**config.mk**
```make
export PLATFORM = sky130hd
export DESIGN_NAME = iss_ctrl
export DESIGN_NICKNAME = d
export VERILOG_FILES = /design/src/iss_pkg.sv /design/src/iss_ctrl.sv
export SDC_FILE = /design/constraint.sdc
export NUM_CORES = 1
export LEC_CHECK = 0
export CAP_MARGIN = 10
export CORE_AREA = 3 3 40 42
export CTS_CLUSTER_SIZE = 8
export DETAILED_ROUTE_END_ITERATION = 8
export DIE_AREA = 0 0 43 45
export DONT_BUFFER_PORTS = 1
export PLACE_DENSITY = 0.37
export SYNTH_ARGS = -nofsm -noshare
export SYNTH_HDL_FRONTEND = slang
export SYNTH_SLANG_ARGS = --single-unit
```
**constraint.sdc**
```tcl
create_clock -name i_clk -period 1.6 [get_ports i_clk]
set_input_delay 0.4 -clock i_clk [delete_from_list [all_inputs] [get_ports i_clk]]
set_output_delay 0.4 -clock i_clk [all_outputs]
set_load 0.05 [all_outputs]
```
**src/iss_pkg.sv**
```systemverilog
// Shared types and constants for the indexed sequence store.
// Used by iss_ctrl, iss_datapath and indexed_sequence_store; depends on nothing.
`default_nettype none

package iss_pkg;

    localparam int POS_W     = 11;
    localparam int VAL_W     = 32;
    localparam int CNT_OUT_W = 11;

    localparam logic signed [VAL_W-1:0] FAIL_READ_VALUE = -32'sd1;

    typedef enum logic [1:0] {
        OP_READ   = 2'd0,
        OP_INSERT = 2'd1,
        OP_REMOVE = 2'd2,
        OP_UNUSED = 2'd3
    } t_opcode;

    typedef enum logic [2:0] {
        S_IDLE,
        S_CHECK,
        S_SHIFT,
        S_DRAIN,
        S_PLACE,
        S_DONE
    } t_state;

    // Commands from the controller to the datapath.
    typedef struct packed {
        logic accept;       // capture the request fields
        logic start_shift;  // load the shift pointer and its end mark
        logic shift_rd;     // read at the shift pointer and step it
        logic place;        // write the new value at the request position
        logic finish;       // load the result and update the count
    } t_dp_cmd;

    // Status from the datapath to the controller.
    typedef struct packed {
        t_opcode op;
        logic    req_ok;
        logic    no_shift;
        logic    ptr_at_end;
    } t_dp_status;

endpackage

`default_nettype wire

```
**src/iss_ctrl.sv**
```systemverilog
// Controller state machine of the indexed sequence store.
// Depends on iss_pkg for the state, opcode and command/status types.
`default_nettype none

module iss_ctrl (
    input  wire                       i_clk,
    input  wire                       i_rst_n,
    input  wire                       i_valid,
    output logic                      o_ready,
    output logic                      o_valid,
    input  wire                       i_ready,
    input  wire iss_pkg::t_dp_status  i_status,
    output iss_pkg::t_dp_cmd          o_cmd
);

    iss_pkg::t_state r_state;
    iss_pkg::t_state n_state;
    logic            r_out_valid;
    logic            n_out_valid;
    logic            slot_free;

    assign slot_free = !r_out_valid || i_ready;

    always_ff @(posedge i_clk) begin
        if (!i_rst_n) begin
            r_state     <= iss_pkg::S_IDLE;
            r_out_valid <= 1'b0;
        end else begin
            r_state     <= n_state;
            r_out_valid <= n_out_valid;
        end
    end

    // Next state.
    always_comb begin
        n_state = r_state;
        case (r_state)
            iss_pkg::S_IDLE: begin
                if (i_valid) begin
                    n_state = iss_pkg::S_CHECK;
                end
            end
            iss_pkg::S_CHECK: begin
                case (i_status.op)
                    iss_pkg::OP_INSERT: begin
                        if (!i_status.req_ok) begin
                            n_state = iss_pkg::S_DONE;
                        end else if (i_status.no_shift) begin
                            n_state = iss_pkg::S_PLACE;
                        end else begin
                            n_state = iss_pkg::S_SHIFT;
                        end
                    end
                    iss_pkg::OP_REMOVE: begin
                        if (i_status.req_ok && !i_status.no_shift) begin
                            n_state = iss_pkg::S_SHIFT;
                        end else begin
                            n_state = iss_pkg::S_DONE;
                        end
                    end
                    default: n_state = iss_pkg::S_DONE;
                endcase
            end
            iss_pkg::S_SHIFT: begin
                if (i_status.ptr_at_end) begin
                    n_state = iss_pkg::S_DRAIN;
                end
            end
            iss_pkg::S_DRAIN: begin
                if (i_status.op == iss_pkg::OP_INSERT) begin
                    n_state = iss_pkg::S_PLACE;
                end else begin
                    n_state = iss_pkg::S_DONE;
                end
            end
            iss_pkg::S_PLACE: n_state = iss_pkg::S_DONE;
            iss_pkg::S_DONE: begin
                if (slot_free) begin
                    n_state = iss_pkg::S_IDLE;
                end
            end
            default: n_state = iss_pkg::S_IDLE;
        endcase
    end

    // Outputs and commands.
    always_comb begin
        o_cmd             = '0;
        o_ready           = 1'b0;
        n_out_valid       = r_out_valid && !i_ready;
        case (r_state)
            iss_pkg::S_IDLE: begin
                o_ready      = 1'b1;
                o_cmd.accept = i_valid;
            end
            iss_pkg::S_CHECK: begin
                o_cmd.start_shift = 1'b1;
            end
            iss_pkg::S_SHIFT: begin
                o_cmd.shift_rd = 1'b1;
            end
            iss_pkg::S_PLACE: begin
                o_cmd.place = 1'b1;
            end
            iss_pkg::S_DONE: begin
                o_cmd.finish = slot_free;
                if (slot_free) begin
                    n_out_valid = 1'b1;
                end
            end
            default: begin
                o_ready = 1'b0;
            end
        endcase
    end

    assign o_valid = r_out_valid;

endmodule

`default_nettype wire

```
# ---- Word-level counts from Yosys, hierarchy flattened
# Index checks and enable logic that the tools add are counted.
dict set report op_classes {
  n_reduce_logical 8
  n_mux 17
  eq_ne 10
}
# operator count
set op_table {}
lappend op_table {{two-way mux 3 bit} 6}
lappend op_table {{one-hot mux 3 bit (6 select lines)} 1}
lappend op_table {{two-way mux 1 bit} 9}
lappend op_table {{equality test 3 x 2 -> 1 bit (second input constant)} 2}
lappend op_table {{equality test 3 bit (second input constant)} 2}
lappend op_table {{inequality test 2 bit (second input constant)} 3}
lappend op_table {{one-hot mux 3 bit (2 select lines)} 1}
lappend op_table {{equality test 3 x 1 -> 1 bit (second input constant)} 1}
lappend op_table {{zero test 1 bit} 3}
lappend op_table {{zero test 3 bit} 1}
lappend op_table {{AND reduction 3 bit} 1}
lappend op_table {{equality test 2 x 1 -> 1 bit (second input constant)} 1}
lappend op_table {{equality test 2 bit (second input constant)} 1}
lappend op_table {{logical AND 1 bit} 2}
lappend op_table {{logical OR 1 bit} 1}
dict set report totals {
  input_bits 9
  reg_bits 4
  elab_cells 37
  output_inout_bits 7
}

# ---- Logic depth before layout (Yosys ltp)
# Gate-level depths: netlist of the first run.
dict set report logic_depth {
  ltp_word 5
  depth_mapped 6
  depth_no_buf 6
}

# ---- Worst setup path before layout of the first run
# No wires, ideal clock.
dict set report synth_path {
  kind {reg2out}
  startpoint {register r_state[0]}
  endpoint {output o_cmd[4] (netlist name)}
  t_arrival_ns 2.152
  path_buffers 1
  path_slack_ns -0.952
  t_required_ns 1.200
  path_stages_with_launch 4
  cell_sequence {dfxtp_1 > buf_2 > nor3_1 > and2_1}
}
# item line_no
set synth_rtl {}
lappend synth_rtl {{start, declared} iss_ctrl.sv:16} ;# iss_pkg::t_state r_state;
lappend synth_rtl {{start signal, assigned} iss_ctrl.sv:26} ;# r_state <= iss_pkg::S_IDLE;
lappend synth_rtl {{start signal, assigned} iss_ctrl.sv:29} ;# r_state <= n_state;
lappend synth_rtl {{end, declared} iss_ctrl.sv:13} ;# output iss_pkg::t_dp_cmd o_cmd

==> run_results.csv, run 1 <==
group,metric,value,unit
run_status,run_status,"finished clean",
clocking,cts_max_level,1,
setup_path,r2r_setup_slack,0.37,ns
timing,setup_viol,0,
synthesis,synth.ff_latch_count,4,
die,die_ar,1940,sq um
setup_path,worst-setup-path-type,"flop to output pin",
power,clockPowerShare,29.2,%
timing,fin_skew,0.00207,ns
synthesis,ys_seq_area_share,24.3,%
global_route,grt_first_pass_wirelength,1330,microns
final_layout,final-instance-count-excl-fill,68,
final_layout,n_antenna_cell,0,
clocking,clk_path_buf_depth,2,
synthesis,synth.avg_cell_area,7.65,sq um
synthesis,yosysTopAreaCellShare,24.3,%
power,switching_share,37.1,%
timing,final.min_clock_period,1.52,ns
timing,hold_violations,0,
setup_path,worst_r2r_path_depth,4,
power,power.ir.vdd_worst,252,uV
global_route,track_usage,9.40,%
route,routed-via-count,328,
placed_design,gp_routability_congestion,0.707,
final_layout,final_core_utilization,37.6,%
timing,worstMarginPinSlew,0.212,ns
clocking,clock_sinks,4,
placed_design,postPlaceCellArea,452,sq um
setup_path,critical_path.reg2reg.startpoint,"r_state[1]",
placed_design,dpl.cell_count,65,
setup_path,timing.critical_path.arrival,1.12,ns
die,initial_util,25.6,%
die,die_width,43,microns
setup_path,crit_start,"r_state[2]",
clocking,buffers_inserted_by_post_cts_timing_repair,0,
timing,fmax,657,MHz
power,p_leak,0.204,nW
final_layout,postLayoutCellArea,483,sq um
power,intPower,263,uW
min_path,timing.hold.worst.start,"i_rst_n",
global_route,number_of_global_route_vias_before_repair,344,
global_route,antenna_found_initial,0,
synthesis,netlist.top_cell.by_area,"sky130_fd_sc_hd__dfxtp_1",
timing,final_min_period_over_clock_period,95.2,%
synthesis,synth_cells,43,
final_layout,final.fill_count,139,
clocking,cts_root_buffer,"sky130_fd_sc_hd__clkbuf_4",
setup_path,cp_data_required_time,1.20,ns
route,ant_nets,0,
setup_path,start_kind,"flop",
placed_design,dp.final_hpwl,672,microns
die,num_rows,13,
global_route,use_met1,10.1,%
route,firstDrtPassIters,2,
die,io_pins,16,
final_layout,final_layout_size_suffix_gt1_share,43.4,%
synthesis,post_synth_num_cell_types,23,
power,totalPowerFinal,418,uW
min_path,min_path_type,"primary input to flop",
synthesis,synth_warnings,0,
global_route,groute.layer.met3.usage,4.38,%
global_route,grt-busiest-layer,"met2",
final_layout,area_delta_synth_final,46.8,%
timing,relative_slew_slack,85.9,%
route,first_iter_violations,1,
setup_path,end_kind,"output pin",
synthesis,synth_top_cells_by_area,"sky130_fd_sc_hd__dfxtp_1, sky130_fd_sc_hd__ha_1, sky130_fd_sc_hd__nor2b_1",
global_route,grt_use_met2,14.4,%
timing,rsz0062_at_grt,"false",
die,floorplan.core_area,1280,sq um
power,power.density_cell_area,866,nW/um^2
power,comb_power_share,40.6,%
placed_design,port-buffer-count,0,
route,remaining_drc_errors,0,
clocking,clock_latency,0.23,ns
route,via_per_inst,4.82,
clocking,cts_tree,"yes",
global_route,grt_remaining_overflow,0,
final_layout,design.final.nets,66,
route,drt-wirelength-per-cell,11.7,microns
clocking,cts_inserted_buffers,3,
run,timing.max_cap.violations,0,
synthesis,netlist_area,329,sq um
min_path,holdPathEnd,"r_state[2]",
min_path,worstHoldPathCells,1,
timing,slew_violations,0,
global_route,largest_net_degree_at_the_start_of_global_routing,10,
die,die-height,45,microns
route,routed_wl,794,microns
clocking,path_clk_slew,0.04,ns
clocking,cts_hold_buffers,0,
setup_path,crit_fanout,8,
synthesis,mappedNetlistNets,54,
setup_path,r2r_end,"r_state[0]",
power,portion_of_total_power_attributed_to_sequential_cells,30.2,%
power,switchingPower,155,uW
-- metal layers --
layer	vias up	share of wire, %
met4	0	0
met1	141	42
met5	-	0
li1	172	-
met2	15	49
met3	0	8.8
-- Yosys cell counts --
library cell,number
sky130_fd_sc_hd__nor2_1,3
sky130_fd_sc_hd__nor3_1,2
sky130_fd_sc_hd__and3_1,2
sky130_fd_sc_hd__buf_2,1
sky130_fd_sc_hd__o21ai_0,2
sky130_fd_sc_hd__and2_1,1
sky130_fd_sc_hd__dfxtp_1,4
sky130_fd_sc_hd__nand2b_1,2
sky130_fd_sc_hd__nand2_1,3
sky130_fd_sc_hd__o31ai_2,1
sky130_fd_sc_hd__mux2_4,1
sky130_fd_sc_hd__ha_1,2
sky130_fd_sc_hd__a21oi_1,3
sky130_fd_sc_hd__clkbuf_2,1
sky130_fd_sc_hd__nand3_1,2
sky130_fd_sc_hd__o22ai_2,1
sky130_fd_sc_hd__a31oi_1,1
sky130_fd_sc_hd__a21boi_0,1
sky130_fd_sc_hd__o22ai_1,1
sky130_fd_sc_hd__nor2b_1,3
sky130_fd_sc_hd__nor2_2,1
sky130_fd_sc_hd__a221oi_2,1
sky130_fd_sc_hd__inv_1,4
-- worst max-delay path, stage by stage, from the launching register on --
cell,delay [ns]
sky130_fd_sc_hd__dfxtp_2,0.44
sky130_fd_sc_hd__inv_1,0.10
sky130_fd_sc_hd__and3_1,0.20
sky130_fd_sc_hd__buf_12,0.15
-- cells by family (layout without fill, tap and decap cells) --
family	after synthesis	in the layout	share of synthesized area [%]
buffers and inverters	6	16	7.60
muxes	1	1	4.56
and+or+nand+nor	19	19	30.0
AOI/OAI and AO/OA	11	11	25.9
DFF	4	4	24.3
adders and majority gates	2	2	7.60
-- metrics by stage --
stage               setup slack, ns  setup TNS (ns)  hold WS, ns
floorplan                   -0.0960          -0.150        0.528
global placement              0.192               0        0.542
detailed placement            0.180               0        0.540
CTS                         0.00642               0        0.295
global route                0.00469               0        0.290
finish                       0.0771               0        0.301
-- cell usage in the layout, fill, tap and decap left out --
master,instances
sky130_fd_sc_hd__nor3_4,1
sky130_fd_sc_hd__nor2b_1,3
sky130_fd_sc_hd__a21oi_1,3
sky130_fd_sc_hd__mux2_4,1
sky130_fd_sc_hd__ha_1,2
sky130_fd_sc_hd__a221oi_2,1
sky130_fd_sc_hd__o22ai_1,1
sky130_fd_sc_hd__dfxtp_1,2
sky130_fd_sc_hd__nor3_2,1
sky130_fd_sc_hd__a31oi_1,1
sky130_fd_sc_hd__o22ai_2,1
sky130_fd_sc_hd__buf_12,2
sky130_fd_sc_hd__o31ai_2,1
sky130_fd_sc_hd__and3_1,2
sky130_fd_sc_hd__inv_1,4
sky130_fd_sc_hd__buf_4,6
sky130_fd_sc_hd__nand3_1,2
sky130_fd_sc_hd__nand2b_1,2
sky130_fd_sc_hd__o21ai_0,2
sky130_fd_sc_hd__nor2_2,2
sky130_fd_sc_hd__a21boi_0,1
sky130_fd_sc_hd__clkbuf_4,3
sky130_fd_sc_hd__buf_6,1
sky130_fd_sc_hd__nand2_1,3
sky130_fd_sc_hd__dfxtp_4,1
sky130_fd_sc_hd__dfxtp_2,1
sky130_fd_sc_hd__nor2_1,2
sky130_fd_sc_hd__and2_4,1
-- state kept, by name, summed over array words and instances, names as in the netlist --
signal   count
o_valid      1
r_state      3
-- how the worst max path moves through the flow --
stage / to / slack (ns) / cells past startpoint
after floorplan: o_cmd[4] / -0.1 / 3
after global placement: o_cmd[3] / 0.19 / 3
after detailed placement: o_cmd[3] / 0.18 / 3
after CTS: o_cmd[4] / 0.006 / 3
after global routing: o_cmd[4] / 0.005 / 3
final: o_cmd[3] / 0.08 / 3
-- power groups by stage --
stage	sequential, mW	clock (mW)	combinational (mW)
4_1_cts	0.126	0.131	0.173
3_5_place_dp	0.126	0	0.173
2_1_floorplan	0.115	0	0.135
5_1_grt	0.128	0.139	0.183
3_3_place_gp	0.126	0	0.172
6_report	0.126	0.122	0.170
-- cell type report --
class	instances	area (sq um)	area share (%)
Multi-Input combinational cell	33	245	50.8
Timing Repair Buffer	9	96.3	19.9
Sequential cell	4	85.1	17.6
Clock buffer	3	22.5	4.66
Tap cell	15	18.8	3.89
Inverter	4	15.0	3.11
-- what timing repair did --
| item | in CTS | in global routing |
|---|---|---|
| pin swaps | 0 | 2 |
| resized for setup | 2 | 2 |
| endpoints found under the setup margin | 5 | 2 |
No activity file was read; power rests on OpenSTA's default activity.
==> run 2, diff against run 1 <==
--- a/config.mk
+++ b/config.mk
@@ -11,7 +11,8 @@
 export DETAILED_ROUTE_END_ITERATION = 8
 export DIE_AREA = 0 0 43 45
 export DONT_BUFFER_PORTS = 1
-export PLACE_DENSITY = 0.37
+export MAX_ROUTING_LAYER = met4
+export PLACE_DENSITY = 0.46
 export SYNTH_ARGS = -nofsm -noshare
 export SYNTH_HDL_FRONTEND = slang
 export SYNTH_SLANG_ARGS = --single-unit
==> run 2 against run 1 <==
Effect of this change: combinational power rose by 3%; cell area fell by 0.26%; non-clock buffer count did not move; clock power barely moved; flip-flop and latch count did not move; count of clock-buffer cells in the layout did not move; critical path depth did not move; clock skew fell by 0.0012 ns; wire length fell by 4.7%.
==> run_results.csv, run 2 (synthesized netlist as in run 1, its figures left out) <==
group,metric,value,unit
route,drt-wirelength-per-cell,11.1,microns
clocking,buffers_inserted_by_post_cts_timing_repair,0,
timing,slew_violations,0,
min_path,min_path_type,"primary input to flop",
setup_path,max_stage_delay,0.36,ns
route,routed-via-count,322,
timing,rsz0062_at_grt,"false",
final_layout,mostFrequentLayoutCell,"sky130_fd_sc_hd__buf_4",
clocking,clk_path_buf_depth,2,
placed_design,port-buffer-count,0,
setup_path,timing.critical_path.arrival,1.13,ns
clocking,clock_sinks,4,
setup_path,crit_fanout,9,
placed_design,gp_routability_congestion,0.701,
clocking,cts_max_level,1,
power,p_leak,0.204,nW
power,power.ir.vdd_worst,238,uV
timing,setup_total_neg_slack,0,ns
clocking,path_clk_slew,0.04,ns
die,num_rows,13,
timing,worstMarginPinSlew,0.199,ns
die,initial_util,25.6,%
final_layout,biggest_register,"r_state",
die,floorplan.core_area,1280,sq um
final_layout,final-instance-count-excl-fill,68,
power,power.density_cell_area,875,nW/um^2
route,ant_nets,0,
clocking,cts_hold_buffers,0,
final_layout,area_delta_synth_final,46.4,%
timing,final_min_period_over_clock_period,95.9,%
setup_path,worst-setup-path-type,"flop to output pin",
timing,final.min_clock_period,1.53,ns
setup_path,cp_top_family,"buffers and inverters",
setup_path,path_cells,"buf_4 > nor3_2 > buf_4",
final_layout,largest_register_ffs,3,
route,routed_wl,757,microns
setup_path,critPathMostFrequentCell,"sky130_fd_sc_hd__buf_4",
global_route,track_usage,8.66,%
setup_path,start_kind,"flop",
global_route,largest_net_degree_at_the_start_of_global_routing,10,
clocking,cts_inserted_buffers,3,
clocking,clock_latency,0.23,ns
global_route,grt_remaining_overflow,0,
clocking,cts_tree,"yes",
timing,relative_slew_slack,86.6,%
final_layout,final_core_utilization,37.5,%
timing,hold_violations,0,
timing,fin_skew,0.000897,ns
die,io_pins,16,
final_layout,n_antenna_cell,0,
placed_design,dpl.cell_count,65,
route,firstDrtPassIters,2,
global_route,grt_first_pass_wirelength,1170,microns
die,die_width,43,microns
final_layout,design.final.nets,66,
global_route,antenna_found_initial,0,
setup_path,critPathBufInv,2,
run,timing.max_cap.violations,0,
global_route,number_of_global_route_vias_before_repair,292,
run_status,run_status,"finished clean",
setup_path,end_kind,"output pin",
route,remaining_drc_errors,0,
die,die-height,45,microns
route,via_per_inst,4.74,
die,die_ar,1940,sq um
clocking,cts_root_buffer,"sky130_fd_sc_hd__clkbuf_4",
final_layout,final_layout_size_suffix_gt1_share,47.2,%
placed_design,dp.final_hpwl,624,microns
timing,setup_viol,0,
timing,fmax,652,MHz
route,first_iter_violations,2,
setup_path,cp_data_required_time,1.20,ns
setup_path,cell_type_of_the_slowest_stage_on_the_worst_timing_path,"sky130_fd_sc_hd__dfxtp_2",
## run 2: cell counts in the layout (fill, tap and decap cells not counted)
No cell type changed its count.
## run 2: worst reg2reg max path: cells and delay by family, from the launching register on
family | cells | cell delay, ns
DFF | 1 | 0.35
AOI/OAI and AO/OA | 2 | 0.29
buffers and inverters | 1 | 0.18
muxes | 1 | 0.31
## run 2: metrics by stage
step / cell area, sq um / setup WS (ns) / power, mW / hold slack, ns
after floorplan: 350 / -0.0960 / 0.250 / 0.528
after global placement: 452 / 0.188 / 0.301 / 0.538
after detailed placement: 452 / 0.169 / 0.301 / 0.536
after CTS: 477 / 0.0338 / 0.430 / 0.291
after global routing: 482 / 0.0000273 / 0.455 / 0.301
final: 482 / 0.0656 / 0.422 / 0.300
## run 2: final cells by class
type                            count  area [sq um]
Tap cell                           15          18.8
Inverter                            4          15.0
Sequential cell                     4          82.6
Fill cell                         140           803
Multi-Input combinational cell     33           250
Timing Repair Buffer                9          92.6
Clock buffer                        3          22.5
## run 2: worst paths after layout
path / slack [ns] / startpoint / cells past startpoint / endpoint
setup reg to reg: 0.35 / r_state[1] / 4 / r_state[0]
hold / removal: 0.30 / i_rst_n / 1 / r_state[2]
hold reg to reg: 0.60 / r_state[0] / 2 / r_state[0]
setup / recovery: 0.07 / r_state[0] / 3 / o_cmd[2]
## run 2: report_power, final
part	leakage [nW]	total [mW]	internal, mW	switching (mW)
Clock	0.0138	0.120	0.0836	0.0365
Sequential	0.0333	0.126	0.109	0.0171
Combinational	0.157	0.175	0.0734	0.102
Total	0.204	0.422	0.266	0.155
## run 2: repair_timing
action                                  CTS  global route
gates resized for setup                   2             2
pin swaps                                 0             1
endpoints found under the hold margin     0             0
endpoints found under the setup margin    3             1
## run 2: layer usage
layer	up-vias	routed length [microns]	track usage [%]
met5	-	0	-
met4	0	0	7.23
met3	0	73	2.79
met2	15	326	9.88
met1	137	356	11.8
li1	170	-	-
==> run 3, diff against run 2 <==
--- a/config.mk
+++ b/config.mk
@@ -5,6 +5,7 @@
 export SDC_FILE = /design/constraint.sdc
 export NUM_CORES = 1
 export LEC_CHECK = 0
+export ABC_AREA = 1
 export CAP_MARGIN = 10
 export CORE_AREA = 3 3 40 42
 export CTS_CLUSTER_SIZE = 8
@@ -12,7 +13,8 @@
 export DIE_AREA = 0 0 43 45
 export DONT_BUFFER_PORTS = 1
 export MAX_ROUTING_LAYER = met4
-export PLACE_DENSITY = 0.46
+export PLACE_DENSITY = 0.5
+export SETUP_SLACK_MARGIN = 0.2
 export SYNTH_ARGS = -nofsm -noshare
 export SYNTH_HDL_FRONTEND = slang
 export SYNTH_SLANG_ARGS = --single-unit
==> run 3 against run 2 <==
Effect of this change: global-route usage rose by 3.0 points; die area unchanged; highest routed layer is now met4; cell count is 29% higher; critical path depth unchanged; sequential power about the same.
==> run_results.csv, run 3 <==
group,metric,value,unit
clocking,clk_path_buf_depth,2,
setup_path,end_kind,"output pin",
timing,final_min_period_over_clock_period,93.7,%
synthesis,synth_simple_gate_area_share,46.7,%
synthesis,post_synth_num_cell_types,15,
route,routed-via-count,400,
route,drt-wirelength-per-cell,9.59,microns
synthesis,most_instantiated_library_cell_after_synthesis,"sky130_fd_sc_hd__nand2_1",
setup_path,path_cells,"nor2_4 > inv_4 > nor2_4",
power,power.density_cell_area,787,nW/um^2
power,totalPowerFinal,452,uW
setup_path,critPathMostFrequentCell,"sky130_fd_sc_hd__nor2_4",
final_layout,final_layout_size_suffix_gt1_share,53.4,%
power,clockPowerShare,27.8,%
min_path,min_path_type,"primary input to flop",
placed_design,postPlaceCellArea,485,sq um
timing,hold-worst-slack,0.259,ns
global_route,track_usage,11.7,%
power,portion_of_total_power_attributed_to_sequential_cells,27.2,%
final_layout,largest_register_ffs,3,
final_layout,final_cell_mix,"sky130_fd_sc_hd__nand2_1, sky130_fd_sc_hd__inv_1, sky130_fd_sc_hd__buf_4",
synthesis,mappedNetlistNets,72,
global_route,grt_first_pass_wirelength,1570,microns
power,comb_power_share,45.0,%
setup_path,cp_top_family,"simple AND/OR/NAND/NOR gates",
timing,slew_violations,0,
final_layout,final_core_utilization,44.7,%
power,intPower,265,uW
die,initial_util,29.4,%
synthesis,ys_seq_area_share,21.2,%
timing,relative_slew_slack,75.1,%
setup_path,worst-setup-path-type,"flop to output pin",
route,routed_wl,844,microns
die,die_ar,1940,sq um
route,ant_nets,0,
timing,setup_viol,0,
synthesis,synth_cells,61,
clocking,cts_root_buffer,"sky130_fd_sc_hd__clkbuf_4",
die,io_pins,16,
final_layout,postLayoutCellArea,574,sq um
clocking,cts_max_level,1,
route,firstDrtPassIters,4,
timing,final.min_clock_period,1.50,ns
synthesis,yosys-mux-area-fraction,0,%
route,first_iter_violations,6,
final_layout,n_antenna_cell,0,
placed_design,dp.final_hpwl,698,microns
final_layout,mostFrequentLayoutCell,"sky130_fd_sc_hd__nand2_1",
die,die-height,45,microns
power,power.ir.vdd_worst,346,uV
setup_path,timing.critical_path.arrival,1.10,ns
route,remaining_drc_errors,0,
global_route,number_of_global_route_vias_before_repair,393,
timing,setup_total_neg_slack,0,ns
synthesis,netlist_area,378,sq um
synthesis,synthArstFlopShare,0,%
synthesis,yosys-top-cells-count,"sky130_fd_sc_hd__nand2_1, sky130_fd_sc_hd__inv_1, sky130_fd_sc_hd__nor2_1",
setup_path,critPathBufInv,1,
synthesis,synth_warnings,0,
synthesis,synth_enable_flop_cells,0,
synthesis,synth.avg_cell_area,6.19,sq um
global_route,grt_remaining_overflow,0,
run,timing.max_cap.violations,0,
final_layout,biggest_register,"r_state",
synthesis,yosysTopAreaCellShare,21.2,%
power,switching_share,41.3,%
setup_path,start_kind,"flop",
synthesis,netlist.top_cell.by_area,"sky130_fd_sc_hd__dfxtp_1",
timing,hold_violations,0,
die,floorplan.core_area,1280,sq um
synthesis,synth-main-ff-cell,"sky130_fd_sc_hd__dfxtp_1",
timing,fin_skew,0.00711,ns
global_route,antenna_found_initial,0,
synthesis,synth.ff_latch_count,4,
clocking,cts_inserted_buffers,3,
placed_design,port-buffer-count,0,
synthesis,synth_top_cells_by_area,"sky130_fd_sc_hd__dfxtp_1, sky130_fd_sc_hd__nand2_1, sky130_fd_sc_hd__inv_1",
setup_path,cell_type_of_the_slowest_stage_on_the_worst_timing_path,"sky130_fd_sc_hd__dfxtp_4",
die,die_width,43,microns
route,via_per_inst,4.55,
timing,worstMarginPinSlew,0.372,ns
power,p_leak,0.284,nW
placed_design,gp_routability_congestion,0.776,
global_route,largest_net_degree_at_the_start_of_global_routing,8,
run_status,run_status,"finished clean",
synthesis,synth_compound_area_share,8.61,%
setup_path,crit_fanout,4,
final_layout,design.final.nets,86,
clocking,path_clk_slew,0.04,ns
synthesis,synth-xor-area-share,0,%
setup_path,cp_data_required_time,1.20,ns
die,num_rows,13,
timing,fmax,667,MHz
clocking,cts_tree,"yes",
power,switchingPower,187,uW
clocking,cts_hold_buffers,0,
final_layout,area_delta_synth_final,52.0,%
synthesis,synth_top_family_by_area,"simple AND/OR/NAND/NOR gates",
clocking,clock_latency,0.24,ns
clocking,clock_sinks,4,
setup_path,max_stage_delay,0.36,ns
timing,rsz0062_at_grt,"true",
synthesis,synth_fa_ha_area_share,6.62,%
## run 3: cell count changes after synthesis, sizes merged, moves of 2 or more
cell | before | now
o21ai | 2 | 0
nor2 | 4 | 13
o22ai | 2 | 0
nand2 | 3 | 15
a21oi | 3 | 5
nor2b | 3 | 0
nor3 | 2 | 4
and3 | 2 | 0
inv | 4 | 14
nand2b | 2 | 0
## run 3: stage by stage
| step | setup WS [ns] | cells |
|---|---|---|
| 2_1_floorplan | 0.173 | 61 |
| 3_3_place_gp | 0.195 | 80 |
| 3_5_place_dp | 0.173 | 80 |
| 4_1_cts | 0.0790 | 86 |
| 5_1_grt | 0.0352 | 88 |
| 6_report | 0.100 | 88 |
## run 3: area by class of cell
class / count / area [sq um]
multi-input cells: 42 / 282
well taps: 15 / 18.8
inverters: 14 / 55.1
fillers: 135 / 711
repair buffers: 10 / 104
clock buffers: 3 / 22.5
flip-flops and latches: 4 / 92.6
## run 3: power groups by stage
stage / sequential, mW / clock, mW / combinational (mW)
after floorplan: 0.125 / 0 / 0.147
after global placement: 0.125 / 0 / 0.180
after detailed placement: 0.125 / 0 / 0.181
after CTS: 0.124 / 0.133 / 0.199
after global routing: 0.125 / 0.149 / 0.222
final: 0.123 / 0.126 / 0.203
## run 3: final timing paths
kind         depth (start not counted)          to  slack [ns]        from
max                                  3    o_cmd[1]        0.10  r_state[0]
min                                  2  r_state[2]        0.26     i_rst_n
max reg2reg                          7  r_state[0]        0.37  r_state[2]
min reg2reg                          4     o_valid        0.61     o_valid
## run 3: timing repair
item | in CTS | in global routing
gates cloned | 0 | 0
pin swaps | 0 | 1
resized for setup | 11 | 1
setup buffers | 3 | 2
endpoints found under the setup margin | 7 | 6
## run 3: cell families after synthesis
group | Yosys count
AO/OA/AOI/OAI | 5
adder cells (fa/ha/maj) | 2
buffers and inverters | 15
flip-flops | 4
AND/OR/NAND/NOR | 35
## run 3: per-layer routing
metal | routed length (microns) | share of wire [%] | global-route usage [%]
met5 | 0 | 0 | -
met4 | 41 | 4.9 | 9.04
met2 | 416 | 49 | 18.3
met1 | 326 | 39 | 11.8
met3 | 59 | 7.0 | 4.38
